**src/sv/dark_low_saturation_pixel_mask_macros.svh**
```systemverilog
// assertion macros for the dark low-saturation pixel mask
`ifndef DARK_LOW_SATURATION_PIXEL_MASK_MACROS_SVH
`define DARK_LOW_SATURATION_PIXEL_MASK_MACROS_SVH

`ifndef SYNTHESIS

// condition holds in the same cycle as the trigger
`define DLSM_ASSERT_IMPL(label, clock, reset, trig, cond) \
  label: assert property (@(posedge clock) disable iff (reset) (trig) |-> (cond)) \
    else $error("dlsm assertion failed");

// condition holds in the cycle after the trigger
`define DLSM_ASSERT_NEXT(label, clock, reset, trig, cond) \
  label: assert property (@(posedge clock) disable iff (reset) (trig) |=> (cond)) \
    else $error("dlsm assertion failed");

`else

`define DLSM_ASSERT_IMPL(label, clock, reset, trig, cond)
`define DLSM_ASSERT_NEXT(label, clock, reset, trig, cond)

`endif

`endif

```
**src/sv/dlsm_pkg.sv**
```systemverilog
// shared types and constants for the dark low-saturation pixel mask
`default_nettype none

package dlsm_pkg;

  localparam int unsigned PixW  = 8;
  localparam int unsigned ProdW = 17;   // 510*255 and 255*511 both fit

  localparam logic [PixW-1:0] FullScale = 8'hFF;

  typedef enum logic [0:0] {
    REG_SAT_LIMIT = 1'b0,
    REG_INV_LIMIT = 1'b1
  } reg_index_t;

  // per-stage load enables from the pipeline control
  typedef struct packed {
    logic en1;
    logic en2;
    logic en3;
  } pipe_ctrl_t;

endpackage

`default_nettype wire

```
**src/sv/dlsm_datapath.sv**
```systemverilog
// three-stage datapath: min/max, products, threshold compare
`default_nettype none

module dlsm_datapath (
  input  wire logic                    clk,
  input  wire dlsm_pkg::pipe_ctrl_t    ctrl,
  input  wire logic [dlsm_pkg::PixW-1:0] blue,
  input  wire logic [dlsm_pkg::PixW-1:0] green,
  input  wire logic [dlsm_pkg::PixW-1:0] red,
  input  wire logic [dlsm_pkg::PixW-1:0] sat_limit,
  input  wire logic [dlsm_pkg::PixW-1:0] inv_limit,
  output logic [dlsm_pkg::PixW-1:0]      saturation_mask,
  output logic [dlsm_pkg::PixW-1:0]      dark_level,
  output logic [dlsm_pkg::PixW-1:0]      cluster_level
);

  // stage 1
  logic [dlsm_pkg::PixW-1:0] hi_next, lo_next;
  logic [dlsm_pkg::PixW-1:0] s1_v, s1_d;

  // stage 2
  logic [dlsm_pkg::ProdW-1:0] lhs_next, rhs_next;
  logic [dlsm_pkg::PixW-1:0]  inv_next, dark_next;
  logic [dlsm_pkg::ProdW-1:0] s2_lhs, s2_rhs;
  logic                       s2_vzero;
  logic [dlsm_pkg::PixW-1:0]  s2_dark;

  // stage 3
  logic [dlsm_pkg::PixW-1:0] mask_next;

  always_comb begin
    hi_next = blue;
    lo_next = blue;
    if (green > hi_next) hi_next = green;
    if (red > hi_next) hi_next = red;
    if (green < lo_next) lo_next = green;
    if (red < lo_next) lo_next = red;
  end

  always_ff @(posedge clk) begin
    if (ctrl.en1) begin
      s1_v <= hi_next;
      s1_d <= hi_next - lo_next;
    end
  end

  // round(255*d/v) <= L  is  510*d < v*(2L+1)
  always_comb begin
    lhs_next = ({s1_d, 9'b0} - {8'b0, s1_d, 1'b0});
    rhs_next = {9'b0, s1_v} * {8'b0, sat_limit, 1'b1};
    inv_next = dlsm_pkg::FullScale - s1_v;
    dark_next = (inv_next > inv_limit) ? inv_next : '0;
  end

  always_ff @(posedge clk) begin
    if (ctrl.en2) begin
      s2_lhs   <= lhs_next;
      s2_rhs   <= rhs_next;
      s2_vzero <= (s1_v == '0);
      s2_dark  <= dark_next;
    end
  end

  // black pixel has zero saturation and always passes
  assign mask_next = (s2_vzero || (s2_lhs < s2_rhs)) ? dlsm_pkg::FullScale : '0;

  always_ff @(posedge clk) begin
    if (ctrl.en3) begin
      saturation_mask <= mask_next;
      dark_level      <= s2_dark;
      cluster_level   <= s2_dark & mask_next;
    end
  end

endmodule

`default_nettype wire

```
**src/sv/dark_low_saturation_pixel_mask.sv**
```systemverilog
// Dark low-saturation pixel mask, top level.
//
// Input channel: one pixel (blue, green, red) per transfer on in_valid/in_stall.
// Output channel: saturation_mask, dark_level, cluster_level per transfer on
// out_valid/out_stall, one result per pixel, in order.
// Configuration: wr_en with wr_index 0 writes the saturation limit, index 1 the
// inverted-value limit; write only while no pixel is in flight.
// Pipeline: an accepted pixel is registered in stage 1, then in stage 2, then
// in stage 3, and out_valid is the stage 3 valid bit.
// With the receiver never stalling, one pixel is taken every cycle; the
// three register stages (min/max, 8x9 multiply, compare) each hold one pixel
// and pass it on every cycle.
// When the receiver stalls, the last stage holds its result steady and the
// earlier stages keep filling bubbles; in_stall rises only once every stage
// holds a pixel.
// Reset clears the pipeline valid bits and both limits to zero.
`default_nettype none

`include "dark_low_saturation_pixel_mask_macros.svh"

module dark_low_saturation_pixel_mask (
  input  wire logic                      clk,
  input  wire logic                      rst,
  input  wire logic                      in_valid,
  output logic                           in_stall,
  input  wire logic [dlsm_pkg::PixW-1:0] blue,
  input  wire logic [dlsm_pkg::PixW-1:0] green,
  input  wire logic [dlsm_pkg::PixW-1:0] red,
  output logic                           out_valid,
  input  wire logic                      out_stall,
  output logic [dlsm_pkg::PixW-1:0]      saturation_mask,
  output logic [dlsm_pkg::PixW-1:0]      dark_level,
  output logic [dlsm_pkg::PixW-1:0]      cluster_level,
  input  wire logic                      wr_en,
  input  wire logic [0:0]                wr_index,
  input  wire logic [dlsm_pkg::PixW-1:0] wr_data
);

  logic [dlsm_pkg::PixW-1:0] sat_limit, inv_limit;
  logic                      v1, v2, v3;
  dlsm_pkg::pipe_ctrl_t      ctrl;

  always_ff @(posedge clk) begin
    if (rst) begin
      sat_limit <= '0;
      inv_limit <= '0;
    end else if (wr_en) begin
      case (dlsm_pkg::reg_index_t'(wr_index))
        dlsm_pkg::REG_SAT_LIMIT: sat_limit <= wr_data;
        dlsm_pkg::REG_INV_LIMIT: inv_limit <= wr_data;
        default: ;
      endcase
    end
  end

  // a stage loads when it is empty or its content moves on
  always_comb begin
    ctrl.en3 = !v3 || !out_stall;
    ctrl.en2 = !v2 || ctrl.en3;
    ctrl.en1 = !v1 || ctrl.en2;
  end

  assign in_stall  = !ctrl.en1;
  assign out_valid = v3;

  always_ff @(posedge clk) begin
    if (rst) begin
      v1 <= 1'b0;
      v2 <= 1'b0;
      v3 <= 1'b0;
    end else begin
      if (ctrl.en1) v1 <= in_valid;
      if (ctrl.en2) v2 <= v1;
      if (ctrl.en3) v3 <= v2;
    end
  end

  dlsm_datapath u_datapath (
    .clk             (clk),
    .ctrl            (ctrl),
    .blue            (blue),
    .green           (green),
    .red             (red),
    .sat_limit       (sat_limit),
    .inv_limit       (inv_limit),
    .saturation_mask (saturation_mask),
    .dark_level      (dark_level),
    .cluster_level   (cluster_level)
  );

  `DLSM_ASSERT_NEXT(a_accept_loads, clk, rst, in_valid && !in_stall, v1)
  `DLSM_ASSERT_IMPL(a_full_stalls, clk, rst, v1 && v2 && v3 && out_stall, in_stall)
  `DLSM_ASSERT_IMPL(a_mask_code, clk, rst, out_valid,
    saturation_mask == dlsm_pkg::FullScale || saturation_mask == '0)
  `DLSM_ASSERT_IMPL(a_cluster_and, clk, rst, out_valid,
    cluster_level == (dark_level & saturation_mask))

endmodule

`default_nettype wire
```
**config.mk**
```make
export PLATFORM = sky130hd
export DESIGN_NAME = dark_low_saturation_pixel_mask
export DESIGN_NICKNAME = d
export VERILOG_FILES = /design/src/sv/dlsm_pkg.sv /design/src/sv/dlsm_datapath.sv /design/src/sv/dark_low_saturation_pixel_mask.sv
export VERILOG_INCLUDE_DIRS = /design/src /design/src/sv
export SDC_FILE = /design/constraint.sdc
export NUM_CORES = 1
export LEC_CHECK = 0
export BUFFER_PORTS_ARGS = -buffer_cell sky130_fd_sc_hd__buf_2
export CELL_PAD_IN_SITES_DETAIL_PLACEMENT = 1
export CELL_PAD_IN_SITES_GLOBAL_PLACEMENT = 1
export CORE_ASPECT_RATIO = 0.6
export CORE_MARGIN = 10
export CORE_UTILIZATION = 43
export CTS_CLUSTER_SIZE = 16
export DETAILED_ROUTE_END_ITERATION = 10
export MAX_ROUTING_LAYER = met4
export PLACE_DENSITY_LB_ADDON = 0.1
export SLEW_MARGIN = 20
export SYNTH_ARGS = -nofsm -noshare
export SYNTH_HDL_FRONTEND = slang
export SYNTH_HIERARCHICAL = 1
export SYNTH_SLANG_ARGS = --single-unit
```
**constraint.sdc**
```tcl
create_clock -name clk -period 4.9 [get_ports clk]
set_input_delay 0.49 -clock clk [delete_from_list [all_inputs] [get_ports clk]]
set_output_delay 0.49 -clock clk [all_outputs]
set_load 0.01 [all_outputs]
```
==> metrics.md, run 1 <==
| Metric | Value |
|---|---|
| Initial detailed-routing violation count | between 200 and 300 |
| CP Capture Type | flop |
| Mapped Area | about 7300 um^2 |
| Number of clock buffers inserted by TritonCTS | 9 |
| Buffers added on ports | 63 |
| Die span in x | around 190 um |
| Max-cap violation count | 0 |
| Clock slew at reported path FFs | ~0.07 ns |
| Number of top-level design ports | 64 |
| Design Power | 3.76 mW |
| Root buf cell | clkbuf_16 |
| Total via count in the routed design | about 5500 |
| Post-DRT Antenna Nets | 0 |
| Reg-to-reg critical path endpoint | u_datapath/s2_rhs[16]$_DFFE_PP_ |
| Final HPWL DP | ~16000 um |
| Startpoint of the worst hold path | wr_data[2] |
| Die outline area | 22800 um^2 |
| Setup repair after global routing missed its margin | yes |
| Run status | finished clean |
| Initial core utilization | between 40 and 50% |
| Prevailing post-synth register cell | edfxtp_1 |
| Max rail drop VDD | 0.000173 V |
| TritonCTS Sinks | 94 |
| Final wirelength | roughly 20000 um |
| First-pass GRT wire length | roughly 32000 um |
| CTS tree | yes |
| Post-synthesis area per instance | around 10 um^2 |
| Global-route usage over all layers | roughly 18% |
| Cell Pwr Density | ~420 nW/um^2 |
| First drt pass iteration count | 4 |
| Type of the most critical hold path | in2reg |
| Post-synthesis sequential element count | between 90 and 100 |
| Hold violation count in the final report | 0 |
| Leak pwr | approximately 4.3 nW |
| Overflow left after global routing | 0 |
| Share of layout cells above drive strength 1 | 24.0% |
| Die Span Y | approximately 120 um |
| Placement Rows | 36 |
| Async SR Flop Fraction | 0% |
| Net count, final | 1013 |
| Clk buf depth | 2 |
| Launching point of the worst reg2reg path | u_datapath/s1_v[3]$_DFFE_PP_ |
| Synth cell types | between 50 and 60 |
| Final min period | between 4 and 5 ns |
| Worst setup path category | reg2reg |
| End of the worst hold path | sat_limit[2]$_SDFFE_PP0P_ |
| Via density per instance | 5.12 |
| P&R area growth vs syn | 21.0% |
| Number of antenna violations at the first check in global routing | 1 |
| Hold-fix buffers at CTS | 0 |
| Maximum clock frequency | about 0.21 GHz |
| Net count of the mapped netlist | roughly 900 |
| N_diodes | 0 |
| Area of the placeable core | around 16000 um^2 |
| Hold-critical path depth | 3 |
| Detailed-route wire length per cell | approximately 19 um |
| Transition time at the pin with the least slew margin | between 0.7 and 0.8 ns |
| Htree depth | 3 |
| Final period utilization | a little over nine tenths |
| Worst-Skew Late Latency | between 0.3 and 0.4 ns |
| Via count of the first global-routing pass | between 5000 and 6000 |
| Skew final | between 0.009 and 0.01 ns |
| Length in cells of the worst reg-to-reg path | 15 |
| Syn Inst Count | 724 |
| Sequential fraction of the synthesis area | between 30% and 40% |
| Max-Slew Margin vs Limit | roughly 53% |
| Post-detailed-route DRC marker count | 0 |
| Crit path max fanout | 5 |
| Setup slack of the most critical reg-to-reg path | approximately 0.085 ns |
| Data required time of the worst path | around 5.0 ns |
| Arr. time, crit path | 4.93 ns |
| Routability congestion estimate from global placement | between 0.8 and 0.9 |
| Worst-case hold slack | between 0.3 and 0.4 ns |
| Slew Limit Fails | 0 |
| Finish-stage setup viols | 0 |
| Number of enable flip-flop cells after synthesis | 75 |
| Worst Setup Start Kind | flop |
| Yosys synthesis warning count | 6 |
| Maximum number of pins on one net before global-route repair | 44 |
-- critical path: stages (launching register included) --
cell and delay [ns]:
edfxtp_1 0.51, buf_4 0.19, nand2_1 0.07, fa_2 0.48, fa_1 0.50, inv_1 0.05, fa_1 0.41, fa_1 0.60
ha_4 0.23, a21o_1 0.19, a31oi_4 0.17, nor2_2 0.06, a2111oi_4 0.33, a21oi_2 0.11, or4_1 0.53, and3_1 0.16
-- worst max-delay path by stage --
| stage | startpoint | endpoint | slack, ns |
|---|---|---|---|
| floorplan | u_datapath/s1_v[7]$_DFFE_PP_ | u_datapath/s2_rhs[16]$_DFFE_PP_ | 0.01 |
| global placement | blue[3] | u_datapath/s1_d[7]$_DFFE_PP_ | -0.07 |
| detailed placement | blue[5] | u_datapath/s1_d[6]$_DFFE_PP_ | -0.20 |
| CTS | u_datapath/s1_v[3]$_DFFE_PP_ | u_datapath/s2_rhs[15]$_DFFE_PP_ | 0.007 |
| global route | blue[1] | u_datapath/s1_d[6]$_DFFE_PP_ | -0.07 |
| finish | u_datapath/s1_v[3]$_DFFE_PP_ | u_datapath/s2_rhs[16]$_DFFE_PP_ | 0.08 |
-- where the power goes --
group / total (mW) / switching, mW / internal, mW / leakage (nW)
registers: 1.35 / 0.146 / 1.20 / 0.983
clock network: 0.732 / 0.329 / 0.402 / 0.146
logic: 1.68 / 0.899 / 0.782 / 3.15
-- layout by cell type (no fill, tap or decap), types with 9 or more instances in the layout --
master     count
inv_1        104
ha_1          84
edfxtp_1      75
nand2_1       74
buf_2         63
buf_4         59
nor2_1        42
fa_1          38
a21oi_1       31
and2_1        27
xnor2_1       19
dfxtp_1       17
a21o_1        15
nand3_1       13
and3_1        12
o21ai_1       11
o21ai_0       11
clkbuf_16      9
a21oi_2        9
-- metal layers --
layer | global-route usage (%) | vias to the layer above | wire length (um) | part of all wire (%)
li1 | - | 2656 | - | -
met1 | 25.0 | 2730 | 10400 | 52
met2 | 26.1 | 91 | 8590 | 43
met3 | 3.50 | 14 | 831 | 4.2
met4 | 3.85 | 0 | 204 | 1.0
met5 | - | - | 0 | 0
-- area by class of cell --
class / instances / area [um^2]
clock inverter: 7 / 78.8
sequential: 94 / 2640
inverter: 111 / 417
clock buffer: 9 / 225
timing repair buffer: 128 / 826
multi-input combinational: 496 / 4400
tap: 228 / 285
fill: 1864 / 7610
-- synth_stat cells (2+ instances only) --
| master | instances | area, um^2 |
|---|---|---|
| nand2_1 | 74 | 278 |
| buf_2 | 3 | 15.0 |
| xnor2_1 | 19 | 166 |
| nand2b_1 | 6 | 37.5 |
| and3_1 | 12 | 75.1 |
| nor2b_1 | 8 | 50.1 |
| and2_1 | 31 | 194 |
| nor4_1 | 3 | 18.8 |
| mux2_2 | 2 | 22.5 |
| inv_1 | 110 | 413 |
| fa_1 | 43 | 861 |
| nor3_1 | 4 | 20.0 |
| edfxtp_1 | 75 | 2250 |
| o21ai_0 | 15 | 75.1 |
| nand4_1 | 7 | 43.8 |
| clkbuf_1 | 9 | 33.8 |
| o21a_1 | 6 | 45.0 |
| o21ai_1 | 9 | 45.0 |
| xor2_1 | 5 | 43.8 |
| a21o_1 | 16 | 120 |
| buf_4 | 11 | 82.6 |
| dfxtp_1 | 19 | 380 |
| or4_1 | 2 | 15.0 |
| nand3_1 | 14 | 70.1 |
| a21oi_1 | 39 | 195 |
| ha_1 | 92 | 1150 |
| nor2_1 | 43 | 161 |
| mux2_1 | 7 | 78.8 |
| a211oi_1 | 2 | 15.0 |
| mux2i_1 | 14 | 140 |
-- timing repair --
item / in CTS / in global routing
resized for setup: 2 / 61
setup buffers: 2 / 16
gates cloned: 0 / 0
setup endpoints to repair: 2 / 5
pin swaps: 2 / 34
-- logic make-up after synthesis --
kind of cell	share of synthesized area, %
simple gates	13.7
fa+ha+maj	27.4
buf+inv	7.48
flops	35.9
compound gates	9.32
mux	3.29
xor+xnor	2.87
-- state kept, by name, indices dropped and copies added, names as in the netlist, 8 cells and up --
signal and flops:
u_datapath/s2_rhs 17, inv_limit 8, u_datapath/s2_lhs 16, u_datapath/s1_d 8, u_datapath/s1_v 8, u_datapath/cluster_level 8
u_datapath/dark_level 8, sat_limit 8, u_datapath/s2_dark 8
-- metrics by stage --
stage               setup WS [ns]  utilization (%)  setup TNS, ns  instance area [um^2]  instances
floorplan                  0.0101                -              0                  7330        724
global placement          -0.0661             49.4         -0.136                  8150       1038
detailed placement         -0.203             49.4         -0.558                  8150       1038
CTS                       0.00750             51.4              0                  8470       1056
global route              -0.0708             53.8         -0.195                  8870       1073
finish                     0.0847             53.8              0                  8870       1073
(Power assumes the default switching activity.)
==> inputs of run 2 (changes only) <==
- BUFFER_PORTS_ARGS: -buffer_cell sky130_fd_sc_hd__buf_2 -> default
- CORE_UTILIZATION: 43 -> 46
- DONT_BUFFER_PORTS: default -> 1
==> run 2 against run 1 <==
Against the previous run: total power shrank 6.7%; clock skew is essentially flat; worst setup slack lost 0.012 ns; worst hold slack lost 0.17 ns; highest routed layer unchanged; sequential power grew 4%; largest cell class unchanged; non-clock buffer count shrank 89; first-iteration DRC count shrank 23%; wire length shrank 6.9%; clock power shrank 2%; combinational power shrank 18%.
==> metrics.md, run 2 (synthesis results as in run 1) <==
| Metric | Value |
|---|---|
| Skew final | 0.00906 ns (-0.0000970 ns) |
| Design Power | 3.51 mW (-6.7%) |
| Cell Pwr Density | 429 nW/um^2 (+1.4%) |
| Reg with most FFs | u_datapath/s2_rhs |
| Via density per instance | 5.34 (+4.4%) |
| Maximum clock frequency | 0.207 GHz (-0.25%) |
| Delay-heaviest family, CP | adder cells |
| Clk buf depth | 2 (unchanged) |
| Routability congestion estimate from global placement | 0.861 (-3.8%) |
| Hold-fix buffers at CTS | 0 (unchanged) |
| Clock slew at reported path FFs | 0.07 ns (about the same) |
| N_diodes | 0 (unchanged) |
| Placed cell area | 7670 um^2 (-5.9%) |
| Count of buffering cells on the critical path with inverters included | 1 (-1) |
| P&R area growth vs syn | 11.4% |
| Hold violation count in the final report | 0 (unchanged) |
| Post-detailed-route DRC marker count | 0 (unchanged) |
| Total via count in the routed design | 5118 (-6.8%) |
| Number of top-level design ports | 64 (unchanged) |
| Worst setup path category | reg2reg |
| Die outline area | 21600 um^2 (-5.7%) |
| Final period utilization | 98.5% (+0.25 points) |
| First drt pass iteration count | 4 (unchanged) |
| Share of layout cells above drive strength 1 | 11.5% (-13 points) |
| Worst-Skew Late Latency | 0.34 ns (-0.02 ns) |
| CP Capture Type | flop |
| Biggest registers after layout | u_datapath/s2_rhs x17, u_datapath/s2_lhs x16 |
| CTS tree | yes |
| Most Frequent Cell on Critical Path | fa_1 |
| Max-Slew Margin vs Limit | 30.7% (-22 points) |
| List of cells traversed by the critical path | buf_4, and2_1, fa_1, fa_1, fa_1, fa_1, ha_4, a21o_1, a31oi_4, nor2_2, a2111oi_4, a21oi_2, or4_1, and3_1 |
| TritonCTS Sinks | 94 (unchanged) |
| Buffers added on ports | 0 (-100%) |
| Htree depth | 3 (unchanged) |
| DP Worst Slack | -0.224 ns (-0.0213 ns) |
| Footprint of the multi-input gates | 4260 um^2 (-3.3%) |
| First-pass GRT wire length | 30100 um (-4.4%) |
| Finish-stage setup viols | 0 (unchanged) |
| Final Cell Area | 8170 um^2 (-7.9%) |
| Initial core utilization | 47.3% (+2.8 points) |
| Net count, final | 924 (-8.8%) |
| Slew Limit Fails | 0 (unchanged) |
| Number of antenna violations at the first check in global routing | 0 (-1) |
| Fin worst setup slack | 0.0726 ns (-0.0121 ns) |
| Max-cap violation count | 0 (unchanged) |
| Arr. time, crit path | 4.93 ns (about the same) |
| Number of clock buffers inserted by TritonCTS | 9 (unchanged) |
| Via count of the first global-routing pass | 5624 (-5.7%) |
| Leading cell types in the layout, fill and taps excluded | inv_1, ha_1, edfxtp_1, nand2_1, nor2_1 |
| Transition time at the pin with the least slew margin | 1.04 ns (+0.327 ns) |
| Data required time of the worst path | 5.00 ns (about the same) |
| Run status | finished clean |
| CP max stage delay | 0.58 ns (-0.02 ns) |
| Die span in x | 183 um (-3.0%) |
| Placement Rows | 35 (-2.8%) |
| Filler Cell Count | 1736 (-6.9%) |
| Overflow left after global routing | 0 (unchanged) |
| Crit path max fanout | 4 (-1) |
| Most frequent standard cell in the layout excluding fill and tap cells | inv_1 |
| Max rail drop VDD | 0.000192 V (+11%) |
| Maximum number of pins on one net before global-route repair | 44 (unchanged) |
| Post-DRT Antenna Nets | 0 (unchanged) |
| Root buf cell | clkbuf_16 |
| Type of the most critical hold path | in2reg |
| Initial detailed-routing violation count | 203 (-23%) |
| Storage cell area | 2630 um^2 (about the same) |
| Die Span Y | 118 um (-2.8%) |
| Final HPWL DP | 15100 um (-6.6%) |
| Worst Setup Start Kind | flop |
| Detailed-route wire length per cell | 19.4 um (+4.2%) |
| Final wirelength | 18600 um (-6.9%) |
| Global-route usage over all layers | 17.8% (-0.061 points) |
| Leak pwr | 3.87 nW (-9.5%) |
| Final min period | 4.83 ns (+0.0121 ns) |
| Critical-path top delay cell | fa_1 |
| Area of the placeable core | 15500 um^2 (-6.0%) |
| Max reg flops | 17 (unchanged) |
[run 2: cell types whose count changed in the layout (fill, tap and decap cells not counted), sizes merged]
| cell | change |
|---|---|
| buf | -89 |
| inv | -1 |
[run 2: worst paths after layout]
check | from | to | slack, ns | depth (start not counted)
hold reg to reg | inv_limit[1]$_SDFFE_PP0P_ | inv_limit[1]$_SDFFE_PP0P_ | 0.45 | 2
hold / removal | rst | inv_limit[4]$_SDFFE_PP0P_ | 0.21 | 1
setup / recovery | u_datapath/s1_v[4]$_DFFE_PP_ | u_datapath/s2_rhs[16]$_DFFE_PP_ | 0.07 | 14
setup reg to reg | u_datapath/s1_v[4]$_DFFE_PP_ | u_datapath/s2_rhs[16]$_DFFE_PP_ | 0.07 | 14
[run 2: metrics by stage]
step	instances	util, %	TNS [ns]	hold WS [ns]
2_1_floorplan	724	-	0	0.417
3_3_place_gp	932	49.5	-0.0249	0.423
3_5_place_dp	932	49.5	-0.489	0.431
4_1_cts	948	51.4	0	0.191
5_1_grt	958	52.7	-0.0643	0.189
6_report	958	52.7	0	0.205
[run 2: layout make-up]
type | count | area share, %
clock buffers | 9 | 2.76
clock inverters | 6 | 0.873
inverters | 111 | 5.10
multi-input cells | 496 | 52.1
flip-flops and latches | 94 | 32.3
well taps | 203 | 3.11
repair buffers | 39 | 3.77
[run 2: power by group]
group / internal (mW) / leakage [nW] / switching, mW / total (mW)
clock: 0.399 / 0.144 / 0.316 / 0.714
sequential: 1.20 / 0.983 / 0.208 / 1.41
combinational: 0.625 / 2.75 / 0.756 / 1.38
total: 2.23 / 3.87 / 1.28 / 3.51
[run 2: worst reg2reg max path: cells and delay by family, from the launching register on]
kind,cells,cell delay (ns)
fa+ha+maj,5,2.34
simple gates,4,0.85
compound gates,4,0.78
buf+inv,1,0.17
flops,1,0.45
[run 2: metal layers]
metal,up-vias,routed length (um),GRT usage (%)
met5,-,0,-
met4,0,181,3.98
met3,13,1080,3.85
met2,94,8160,26.0
met1,2531,9200,24.6
li1,2480,-,-
[run 2: timing repair]
item | 4_1_cts | 5_1_grt
pin swaps | 2 | 16
endpoints found under the setup margin | 1 | 5
gates resized for setup | 0 | 30
setup buffers | 1 | 10
